File: src/design/assert_macros.svh
// Assertion macros shared by the RTL files.
// They expect the clock i_clk and the active-low reset i_rst_n in scope.
`ifndef ASSERT_MACROS_SVH
`define ASSERT_MACROS_SVH

`define MEXP_ASSERT(label, prop) \
    label: assert property (@(posedge i_clk) disable iff (!i_rst_n) (prop)) \
        else $error("assertion failed");

`define MEXP_ASSERT_IMPL(label, ante, cons) \
    label: assert property (@(posedge i_clk) disable iff (!i_rst_n) (ante) |-> (cons)) \
        else $error("assertion failed");

`define MEXP_ASSERT_NEXT(label, ante, cons) \
    label: assert property (@(posedge i_clk) disable iff (!i_rst_n) (ante) |=> (cons)) \
        else $error("assertion failed");

`endif

File: src/design/mexp_pkg.sv
`default_nettype none

package mexp_pkg;

    localparam int WORD_BITS_DEF = 32;

    localparam int STEP_BITS = 4;
    localparam int PROG_LEN  = 12;

    localparam logic [0:0] REG_POWER   = 1'b0;
    localparam logic [0:0] REG_MODULUS = 1'b1;

    // Jump conditions of the control word.
    localparam logic [2:0] C_NEXT     = 3'd0;
    localparam logic [2:0] C_JUMP     = 3'd1;
    localparam logic [2:0] C_NO_INPUT = 3'd2;
    localparam logic [2:0] C_MM_BUSY  = 3'd3;
    localparam logic [2:0] C_EXP_ZERO = 3'd4;
    localparam logic [2:0] C_EXP_EVEN = 3'd5;
    localparam logic [2:0] C_OUT_BUSY = 3'd6;

    // Multiplicand source of the modular multiplier; the multiplier is always the square.
    localparam logic [1:0] SRC_ONE = 2'd0;
    localparam logic [1:0] SRC_ACC = 2'd1;
    localparam logic [1:0] SRC_SQ  = 2'd2;

    // Step labels.
    localparam logic [STEP_BITS-1:0] S_IDLE        = 4'd0;
    localparam logic [STEP_BITS-1:0] S_REDUCE_WAIT = 4'd2;
    localparam logic [STEP_BITS-1:0] S_TEST        = 4'd3;
    localparam logic [STEP_BITS-1:0] S_MUL_WAIT    = 4'd6;
    localparam logic [STEP_BITS-1:0] S_SQUARE      = 4'd7;
    localparam logic [STEP_BITS-1:0] S_SQUARE_WAIT = 4'd8;
    localparam logic [STEP_BITS-1:0] S_EMIT        = 4'd10;

    typedef struct packed {
        logic       mm_start;
        logic [1:0] mm_src;
        logic       wr_sq;
        logic       wr_acc;
        logic       shift_exp;
        logic       load;
        logic       emit;
    } t_ctl;

    typedef struct packed {
        logic [2:0]           cond;
        logic [STEP_BITS-1:0] target;
        t_ctl                 ops;
    } t_uword;

    typedef struct packed {
        logic in_valid;
        logic mm_done;
        logic exp_zero;
        logic exp_even;
        logic out_busy;
    } t_status;

    localparam t_ctl OP_NONE = '{1'b0, SRC_ONE, 1'b0, 1'b0, 1'b0, 1'b0, 1'b0};

    localparam t_uword PROGRAM [PROG_LEN] = '{
        '{C_NO_INPUT, S_IDLE,        '{1'b0, SRC_ONE, 1'b0, 1'b0, 1'b0, 1'b1, 1'b0}},
        '{C_NEXT,     S_IDLE,        '{1'b1, SRC_ONE, 1'b0, 1'b0, 1'b0, 1'b0, 1'b0}},
        '{C_MM_BUSY,  S_REDUCE_WAIT, '{1'b0, SRC_ONE, 1'b1, 1'b0, 1'b0, 1'b0, 1'b0}},
        '{C_EXP_ZERO, S_EMIT,        OP_NONE},
        '{C_EXP_EVEN, S_SQUARE,      OP_NONE},
        '{C_NEXT,     S_IDLE,        '{1'b1, SRC_ACC, 1'b0, 1'b0, 1'b0, 1'b0, 1'b0}},
        '{C_MM_BUSY,  S_MUL_WAIT,    '{1'b0, SRC_ONE, 1'b0, 1'b1, 1'b0, 1'b0, 1'b0}},
        '{C_NEXT,     S_IDLE,        '{1'b1, SRC_SQ,  1'b0, 1'b0, 1'b0, 1'b0, 1'b0}},
        '{C_MM_BUSY,  S_SQUARE_WAIT, '{1'b0, SRC_ONE, 1'b1, 1'b0, 1'b1, 1'b0, 1'b0}},
        '{C_JUMP,     S_TEST,        OP_NONE},
        '{C_OUT_BUSY, S_EMIT,        '{1'b0, SRC_ONE, 1'b0, 1'b0, 1'b0, 1'b0, 1'b1}},
        '{C_JUMP,     S_IDLE,        OP_NONE}
    };

endpackage

`default_nettype wire

File: src/design/modular_exponentiation_core.sv
`default_nettype none
`include "assert_macros.svh"

// Modular exponentiation core: each item on the slave stream carries a base; the master
// stream returns base raised to the configured power, reduced modulo the configured modulus.
// A power of zero returns 1. A modulus of zero acts as 2^WORD_BITS.
// Power (index 0) and modulus (index 1) are written through the always-ready cfg channel.
// Writes must be made only while no item is in flight; the core does not enforce this.
// A microcoded sequencer steps a shift-add modular multiplier that handles one multiplier
// bit per cycle.
// One item is worked on at a time; the next is accepted once the result has moved to the
// output register, so a result may wait there while the following item is computed.
// If the receiver stalls and the output register is still full, the sequencer waits at its
// emit step until the result is taken.
// Reset returns power to 0 and modulus to 1 and empties the core and its output register.

module modular_exponentiation_core #(
    parameter int  WORD_BITS  = mexp_pkg::WORD_BITS_DEF,
    localparam int TDATA_BITS = ((WORD_BITS + 7) / 8) * 8
) (
    input  wire logic                  i_clk,
    input  wire logic                  i_rst_n,
    input  wire logic                  s_axis_tvalid,
    output logic                       s_axis_tready,
    input  wire logic [TDATA_BITS-1:0] s_axis_tdata,  // base_value
    output logic                       m_axis_tvalid,
    input  wire logic                  m_axis_tready,
    output logic [TDATA_BITS-1:0]      m_axis_tdata,  // result_value
    input  wire logic                  i_cfg_valid,
    output logic                       o_cfg_ready,
    input  wire logic [0:0]            i_cfg_index,
    input  wire logic [WORD_BITS-1:0]  i_cfg_data
);

    import mexp_pkg::*;

    logic [WORD_BITS-1:0] r_power;
    logic [WORD_BITS-1:0] r_mod;
    logic [WORD_BITS-1:0] r_sq;
    logic [WORD_BITS-1:0] r_acc;
    logic [WORD_BITS-1:0] r_exp;
    logic [WORD_BITS-1:0] r_out_data;
    logic                 r_out_valid;
    logic [WORD_BITS-1:0] n_sq;
    logic [WORD_BITS-1:0] n_acc;
    logic [WORD_BITS-1:0] n_exp;
    logic [WORD_BITS-1:0] mm_a;
    logic [WORD_BITS-1:0] mm_result;
    logic                 mm_done;
    t_ctl                 ctl;
    t_status              status;

    assign o_cfg_ready = 1'b1;

    always_ff @(posedge i_clk) begin
        if (!i_rst_n) begin
            r_power <= '0;
            r_mod   <= WORD_BITS'(1);
        end else if (i_cfg_valid) begin
            case (i_cfg_index)
                REG_POWER:   r_power <= i_cfg_data;
                REG_MODULUS: r_mod   <= i_cfg_data;
                default:     r_power <= r_power;
            endcase
        end
    end

    always_comb begin
        status.in_valid = s_axis_tvalid;
        status.mm_done  = mm_done;
        status.exp_zero = (r_exp == '0);
        status.exp_even = !r_exp[0];
        status.out_busy = r_out_valid && !m_axis_tready;
    end

    mexp_sequencer u_seq (
        .i_clk      (i_clk),
        .i_rst_n    (i_rst_n),
        .i_status   (status),
        .o_ctl      (ctl),
        .o_in_ready (s_axis_tready)
    );

    always_comb begin
        case (ctl.mm_src)
            SRC_ONE: mm_a = WORD_BITS'(1);
            SRC_ACC: mm_a = r_acc;
            SRC_SQ:  mm_a = r_sq;
            default: mm_a = WORD_BITS'(1);
        endcase
    end

    mexp_modmul #(
        .WORD_BITS (WORD_BITS)
    ) u_modmul (
        .i_clk    (i_clk),
        .i_rst_n  (i_rst_n),
        .i_start  (ctl.mm_start),
        .i_a      (mm_a),
        .i_b      (r_sq),
        .i_m      (r_mod),
        .o_done   (mm_done),
        .o_result (mm_result)
    );

    always_comb begin
        n_sq  = r_sq;
        n_acc = r_acc;
        n_exp = r_exp;
        if (ctl.load) begin
            n_sq  = s_axis_tdata[WORD_BITS-1:0];
            n_acc = WORD_BITS'(1);
            n_exp = r_power;
        end
        if (ctl.wr_sq) begin
            n_sq = mm_result;
        end
        if (ctl.wr_acc) begin
            n_acc = mm_result;
        end
        if (ctl.shift_exp) begin
            n_exp = r_exp >> 1;
        end
    end

    always_ff @(posedge i_clk) begin
        r_sq  <= n_sq;
        r_acc <= n_acc;
        r_exp <= n_exp;
        if (ctl.emit) begin
            r_out_data <= r_acc;
        end
    end

    always_ff @(posedge i_clk) begin
        if (!i_rst_n) begin
            r_out_valid <= 1'b0;
        end else if (ctl.emit) begin
            r_out_valid <= 1'b1;
        end else if (m_axis_tready) begin
            r_out_valid <= 1'b0;
        end
    end

    assign m_axis_tvalid = r_out_valid;
    assign m_axis_tdata  = TDATA_BITS'(r_out_data);

    `MEXP_ASSERT_IMPL(a_no_overwrite, ctl.emit, !r_out_valid || m_axis_tready)
    `MEXP_ASSERT_IMPL(a_no_load_while_busy, ctl.load, !ctl.mm_start && !mm_done)

endmodule

`default_nettype wire

File: src/design/mexp_modmul.sv
`default_nettype none
`include "assert_macros.svh"

module mexp_modmul #(
    parameter int WORD_BITS = mexp_pkg::WORD_BITS_DEF
) (
    input  wire logic                 i_clk,
    input  wire logic                 i_rst_n,
    input  wire logic                 i_start,
    input  wire logic [WORD_BITS-1:0] i_a,
    input  wire logic [WORD_BITS-1:0] i_b,
    input  wire logic [WORD_BITS-1:0] i_m,
    output logic                      o_done,
    output logic [WORD_BITS-1:0]      o_result
);

    import mexp_pkg::*;

    localparam int CNT_BITS = (WORD_BITS > 1) ? $clog2(WORD_BITS) : 1;
    localparam logic [CNT_BITS-1:0] LAST = CNT_BITS'(WORD_BITS - 1);

    logic                 r_busy;
    logic                 r_done;
    logic [CNT_BITS-1:0]  r_cnt;
    logic [WORD_BITS-1:0] r_a;
    logic [WORD_BITS-1:0] r_b;
    logic [WORD_BITS-1:0] r_m;
    logic [WORD_BITS-1:0] r_r;
    logic [WORD_BITS-1:0] n_dbl;
    logic [WORD_BITS-1:0] n_r;

    // A modulus of zero stands for 2^WORD_BITS: nothing is subtracted and the sum wraps.
    function automatic logic [WORD_BITS-1:0] add_mod(
        input logic [WORD_BITS-1:0] x,
        input logic [WORD_BITS-1:0] y,
        input logic [WORD_BITS-1:0] m
    );
        logic [WORD_BITS:0] s;
        s = {1'b0, x} + {1'b0, y};
        if (s >= {1'b0, m}) begin
            s = s - {1'b0, m};
        end
        return s[WORD_BITS-1:0];
    endfunction

    always_comb begin
        n_dbl = add_mod(r_r, r_r, r_m);
        n_r   = r_b[WORD_BITS-1] ? add_mod(n_dbl, r_a, r_m) : n_dbl;
    end

    always_ff @(posedge i_clk) begin
        if (!i_rst_n) begin
            r_busy <= 1'b0;
            r_done <= 1'b0;
            r_cnt  <= '0;
        end else begin
            r_done <= 1'b0;
            if (i_start) begin
                r_busy <= 1'b1;
                r_cnt  <= '0;
            end else if (r_busy) begin
                r_cnt <= r_cnt + 1'b1;
                if (r_cnt == LAST) begin
                    r_busy <= 1'b0;
                    r_done <= 1'b1;
                end
            end
        end
    end

    always_ff @(posedge i_clk) begin
        if (i_start) begin
            r_a <= i_a;
            r_b <= i_b;
            r_m <= i_m;
            r_r <= '0;
        end else if (r_busy) begin
            r_r <= n_r;
            r_b <= r_b << 1;
        end
    end

    assign o_done   = r_done;
    assign o_result = r_r;

    `MEXP_ASSERT_NEXT(a_done_after_last, r_busy && r_cnt == LAST && !i_start, r_done && !r_busy)
    `MEXP_ASSERT_IMPL(a_done_single, r_done, !$past(r_done))
    `MEXP_ASSERT_IMPL(a_cnt_bounded, r_busy, r_cnt <= LAST)

endmodule

`default_nettype wire

File: src/design/mexp_sequencer.sv
`default_nettype none
`include "assert_macros.svh"

module mexp_sequencer (
    input  wire logic              i_clk,
    input  wire logic              i_rst_n,
    input  wire mexp_pkg::t_status i_status,
    output mexp_pkg::t_ctl         o_ctl,
    output logic                   o_in_ready
);

    import mexp_pkg::*;

    logic [STEP_BITS-1:0] r_pc;
    logic [STEP_BITS-1:0] n_pc;
    t_uword               w;
    logic                 take;
    logic                 hold;

    assign w = PROGRAM[r_pc];

    always_comb begin
        unique case (w.cond)
            C_NEXT:     take = 1'b0;
            C_JUMP:     take = 1'b1;
            C_NO_INPUT: take = !i_status.in_valid;
            C_MM_BUSY:  take = !i_status.mm_done;
            C_EXP_ZERO: take = i_status.exp_zero;
            C_EXP_EVEN: take = i_status.exp_even;
            C_OUT_BUSY: take = i_status.out_busy;
            default:    take = 1'b0;
        endcase
    end

    // A step that jumps to itself is waiting, and its actions do not fire yet.
    assign hold = take && (w.target == r_pc);
    assign n_pc = take ? w.target : r_pc + 1'b1;

    always_comb begin
        o_ctl = w.ops;
        if (hold) begin
            o_ctl.mm_start  = 1'b0;
            o_ctl.wr_sq     = 1'b0;
            o_ctl.wr_acc    = 1'b0;
            o_ctl.shift_exp = 1'b0;
            o_ctl.load      = 1'b0;
            o_ctl.emit      = 1'b0;
        end
    end

    assign o_in_ready = w.ops.load;

    always_ff @(posedge i_clk) begin
        if (!i_rst_n) begin
            r_pc <= S_IDLE;
        end else begin
            r_pc <= n_pc;
        end
    end

    `MEXP_ASSERT(a_pc_in_prog, r_pc < STEP_BITS'(PROG_LEN))

endmodule

`default_nettype wire

File: config.mk
export PLATFORM = sky130hd
export DESIGN_NAME = modular_exponentiation_core
export DESIGN_NICKNAME = d
export VERILOG_FILES = /design/src/design/mexp_pkg.sv /design/src/design/modular_exponentiation_core.sv /design/src/design/mexp_modmul.sv /design/src/design/mexp_sequencer.sv
export VERILOG_INCLUDE_DIRS = /design/src /design/src/design
export SDC_FILE = /design/constraint.sdc
export NUM_CORES = 1
export LEC_CHECK = 0
export BUFFER_PORTS_ARGS = -buffer_cell sky130_fd_sc_hd__buf_2
export CAP_MARGIN = 10
export CORE_ASPECT_RATIO = 1.1
export CORE_UTILIZATION = 67
export DETAILED_ROUTE_END_ITERATION = 16
export PLACE_DENSITY = 0.86
export REMOVE_ABC_BUFFERS = 1
export SYNTH_ARGS = -nofsm -noshare
export SYNTH_HDL_FRONTEND = slang
export SYNTH_HIERARCHICAL = 1
export SYNTH_SLANG_ARGS = --single-unit
File: constraint.sdc
create_clock -name i_clk -period 26.9 [get_ports i_clk]
set_clock_uncertainty 0.15 [all_clocks]
set_input_delay 8.07 -clock i_clk [delete_from_list [all_inputs] [get_ports i_clk]]
set_output_delay 8.07 -clock i_clk [all_outputs]
set_load 0.01 [all_outputs]
* Word-level counts from Yosys, hierarchy flattened
Memory sizes are Yosys's and may differ from the RTL's.
Cells that the tools add are included.
** Storage, ports and cells
- Memories kept :: 1
- Register bits :: 332
- ROM bits :: 240
- Output and inout port bits :: 35
- Bits of input ports :: 70
- Word-level logic and storage cells :: 80
** Cells by class
- Bitwise operators :: 4
- Add/subtract/negate cells :: 6
- Order comparisons :: 3
- Equality and inequality tests :: 10
- Muxes and demuxes :: 24
- Reductions and logical operators :: 16
** Memory list
- (name not given) :: depth 16, bits a word 15, read ports 1, clocked after memory_dff 0, wr ports 0, line mexp_sequencer.sv:20 : assign w = PROGRAM[r_pc];
** Operators by type and width (count)
- $mux W32 :: 9
- $add A32 B32 Y33 :: 2
- $ge A33 B32 Y1 :: 2
- $pmux W32 S2 :: 1
- $sub A32 B32 Y32 :: 2
- $mux W31 :: 2
- $logic_not A32 Y1 :: 1
- $mux W15 :: 2
- $reduce_bool A2 Y1 :: 5
- $eq A3 B3 Y1 const B :: 3
- $mux W1 :: 7
- $eq A3 B2 Y1 const B :: 2
- $pmux W1 S6 :: 1
- $add A5 B1 Y5 const B :: 1
- $eq A5 B5 Y1 const B :: 1
- $ge A5 B5 Y1 const B :: 1
- $mux W5 :: 1
- $not A4 Y5 :: 1
- $add A4 B1 Y4 const B :: 1
- $eq A4 B4 Y1 :: 1
- $logic_not A1 Y1 :: 4
- $mux W4 :: 1
- $reduce_and A2 Y1 :: 2
- $eq A3 B1 Y1 const B :: 1
- 6 further kinds :: 9

* Depth between registers and ports, before layout
- Word-level depth :: 10
- Mapped depth :: 36
- Mapped depth without buffers :: 31

* Cells and area by module
Netlist, hierarchy kept.
** By module, submodules not included
- mexp_modmul :: times used 1, cells an instance 1160, area an instance 10827.9 sq um, seq. area each 3663.5 sq um
- modular_exponentiation_core :: times used 1, cells an instance 613, area an instance 7837.5 sq um, seq. area each 5134.9 sq um
- mexp_sequencer :: times used 1, cells an instance 86, area an instance 638.1 sq um, seq. area each 80.1 sq um

* Worst setup path after synthesis
No wires, ideal clock.
- Path type :: input-to-reg
- From :: input m_axis_tready
- To :: register u_modmul.r_b[0] (enable)
- Path buffers :: 2
- Cell stages on the path :: 8
- Path slack :: 11.217 ns
- Data arrival time :: 15.146 ns
- Path through :: nor2b_1 > o311a_2 > or3_1 > buf_6 > a211oi_1 > buf_4 > nor2_1 > inv_1
** RTL lines
- start: declaration :: line modular_exponentiation_core.sv:27 : input wire logic m_axis_tready,
- end signal: assignment :: line mexp_modmul.sv:74 : r_b <= i_b;
- end signal: assignment :: line mexp_modmul.sv:79 : r_b <= r_b << 1;
- end: declaration :: line mexp_modmul.sv:26 : logic [WORD_BITS-1:0] r_b;

==> results.toml <==
[sta]
fmax_mhz = 90.3
relSlewSlack_pct = 17.7
drv_slew = 0
min_period_ns = 11.08
rsz0062_at_grt = "no"
finalHoldViolCount = 0
worst_pin_slew_ns = 1.23
period_share_pct = 41.2
setup_viol_count_final = 0
timing.hold.ws_ns = 0.278
finalSetupTns_ns = 0

[worst_setup_path]
crit_start = "m_axis_tready"
required_ns = 26.91
r2r-start = "u_modmul/r_m[0]"
r2r-end = "u_modmul/o_result[1]"
critical_path_class = "in -> reg"
cp-start-kind = "input pin"
cp_max_fo = 124
r2r_slack_ns = 17.49
worst_r2r_path_depth = 31
endpoint = "u_modmul/r_b[24]"
endpoint_kind = "register"
crit_arrival_ns = 11.08

[cts]
cts_setup_buffers = 0
postCtsHoldBufs = 0
clk_latency_ns = 0.52
ctsRootBufferMaster = "clkbuf_16"
htree_num_levels = 2
cts_buffer_depth = 3
cts_buffers = 35
cts-resized-gates = 0
path_clk_slew_ns = 0.06
clock_sinks = 332
cts_tree = "yes"

[route]
drcViolationCount = 0
wl_um = 48400
dr.pass1.iters = 6
ant_nets = 0
viasPerCell = 6.49
vias = 15000
detail_route.iter0.violations = 1675
wl_per_cell_um = 20.9

[cells_and_area]
layout.nets = 2103
fillers = 1968
layout-drive-gt1-share_pct = 16.6
area_growth_pct = 8.86
antenna_cells = 0

[global_routing]
grt_pass1_wl_um = 76300
gr-total-overflow = 0
antenna_found_initial = 0
grt_start_max_net_pins = 125
grt_pass1_vias = 14100
grt_use_total_pct = 33.0

[die]
start_util_pct = 68.7
die_y_um = 180
die_area_mm2 = 0.0295
core_area_mm2 = 0.0281
row_count = 64
die_w_um = 164
ioPinCount = 105

[synthesis]
synth_top_area_share_pct = 34.7
synth_top_cell_by_area = "edfxtp_1"
synth_edf_count = 223
synth_area_leaders = "edfxtp_1, dfxtp_1, ha_1, mux2_2, nand2_1"
syn_inst = 1859
synth_cell_types = 88
synth_seq_cells = 332
ys_warn_count = 6
yosysSeqAreaShare_pct = 46.0
netlist_area_mm2 = 0.0193
synthFlopType = "edfxtp_1"
syn_avg_cell_area_um2 = 10.4
async_flop_share_pct = 0

[placement]
hpwl_um = 34000
gp_congestion = 0.993
port_buffers = 103

[job]
drv_cap = 0

[worst_hold_path]
min_path_type = "reg -> reg"

[outcome]
status = "finished, final reports clean"
## flip-flops by register name (all words and copies together) (netlist names)
register and count:
u_modmul/r_b 32, u_modmul/r_a 32, u_seq/r_pc 4, r_power 32, u_modmul/o_result 32, m_axis_tvalid 1, r_acc 32, u_modmul/o_done 1
r_mod 32, r_exp 32, r_sq 32, u_modmul/r_m 32, u_modmul/r_busy 1, m_axis_tdata 32, u_modmul/r_cnt 5
## cells in the mapped netlist, types with 23 or more instances
| master | instances |
|---|---|
| a22oi_1 | 33 |
| xor2_1 | 36 |
| ha_1 | 107 |
| a211oi_1 | 28 |
| edfxtp_1 | 223 |
| dfxtp_1 | 109 |
| xnor2_1 | 51 |
| and2_1 | 37 |
| o21ai_0 | 82 |
| a21o_1 | 41 |
| a21oi_1 | 94 |
| nor2_1 | 129 |
| a21boi_1 | 59 |
| clkbuf_1 | 33 |
| inv_1 | 63 |
| nand2_1 | 226 |
| nand3_1 | 23 |
| mux2_2 | 106 |
## how the worst min path moves through the flow
stage              start                to  slack, ns  cells past startpoint
2_1_floorplan   r_mod[0]   u_modmul/r_m[0]       0.26                      0
3_3_place_gp   r_mod[22]  u_modmul/r_m[22]       0.26                      0
3_5_place_dp   r_mod[31]  u_modmul/r_m[31]       0.26                      0
4_1_cts        r_mod[14]  u_modmul/r_m[14]       0.28                      0
5_1_grt         r_mod[6]   u_modmul/r_m[6]       0.29                      0
6_report       r_mod[31]  u_modmul/r_m[31]       0.28                      0
## layer usage
metal	vias up	track usage, %	share of wire [%]
li1	6980	-	-
met1	7191	47.0	43
met2	738	52.4	46
met3	107	4.23	8.1
met4	0	9.70	3.0
met5	-	0	0
## kinds of logic after synthesis
family	after synthesis	share of synthesized area [%]
mux	124	7.14
fa+ha+maj	110	7.25
buf+inv	155	4.23
xor+xnor	87	3.95
flops	332	46.0
simple gates	547	13.1
compound gates	503	18.3
other cells	1	0.0194
## worst max-delay path, cell delays in order
cell      delay, ns
buf_2          0.08
nor2b_1        0.05
o311a_2        0.44
or3_1          0.57
a211oi_4       0.31
buf_12         0.49
nor2_1         0.35
inv_1          0.12
buf_4          0.44
## placed cells by master, fill, tap and decap left out, types with 15 or more instances in the layout
cell type | synthesis | routed
mux2_2 | 106 | 106
o21ai_0 | 82 | 82
nand2b_1 | 20 | 20
clkbuf_16 | 0 | 37
a21oi_1 | 94 | 91
edfxtp_1 | 223 | 223
dfxtp_1 | 109 | 109
inv_1 | 63 | 63
nand3_1 | 23 | 23
o21a_1 | 18 | 18
a21boi_1 | 59 | 59
nand2_1 | 226 | 226
xnor2_1 | 51 | 51
nor3_1 | 19 | 19
xor2_1 | 36 | 36
nor2_1 | 129 | 129
buf_2 | 22 | 103
a31oi_1 | 15 | 15
ha_1 | 107 | 107
and2_1 | 37 | 37
mux2i_1 | 17 | 17
a21o_1 | 41 | 41
nand4_1 | 15 | 15
a22oi_1 | 33 | 32
a211oi_1 | 28 | 27
## layout make-up
type / instances / area, µm² / area share [%]
multi-input combinational: 1372 / 9650 / 45.9
timing repair buffer: 118 / 661 / 3.14
clock buffer: 45 / 996 / 4.74
clock inverter: 18 / 133 / 0.631
inverter: 64 / 240 / 1.14
sequential: 332 / 8880 / 42.3
tap: 363 / 454 / 2.16
## stage by stage
step	setup WS, ns	cells	area (µm²)	util [%]
after floorplan	6.39	1768	18700	-
after global placement	15.48	2248	19900	70.7
after detailed placement	15.40	2248	19900	70.7
after CTS	15.92	2311	21000	74.7
after global routing	15.71	2312	21000	74.8
final	15.82	2312	21000	74.8
Power is not shown: default switching activity piles up to over one toggle a cycle in this logic, so the estimate is an artifact.
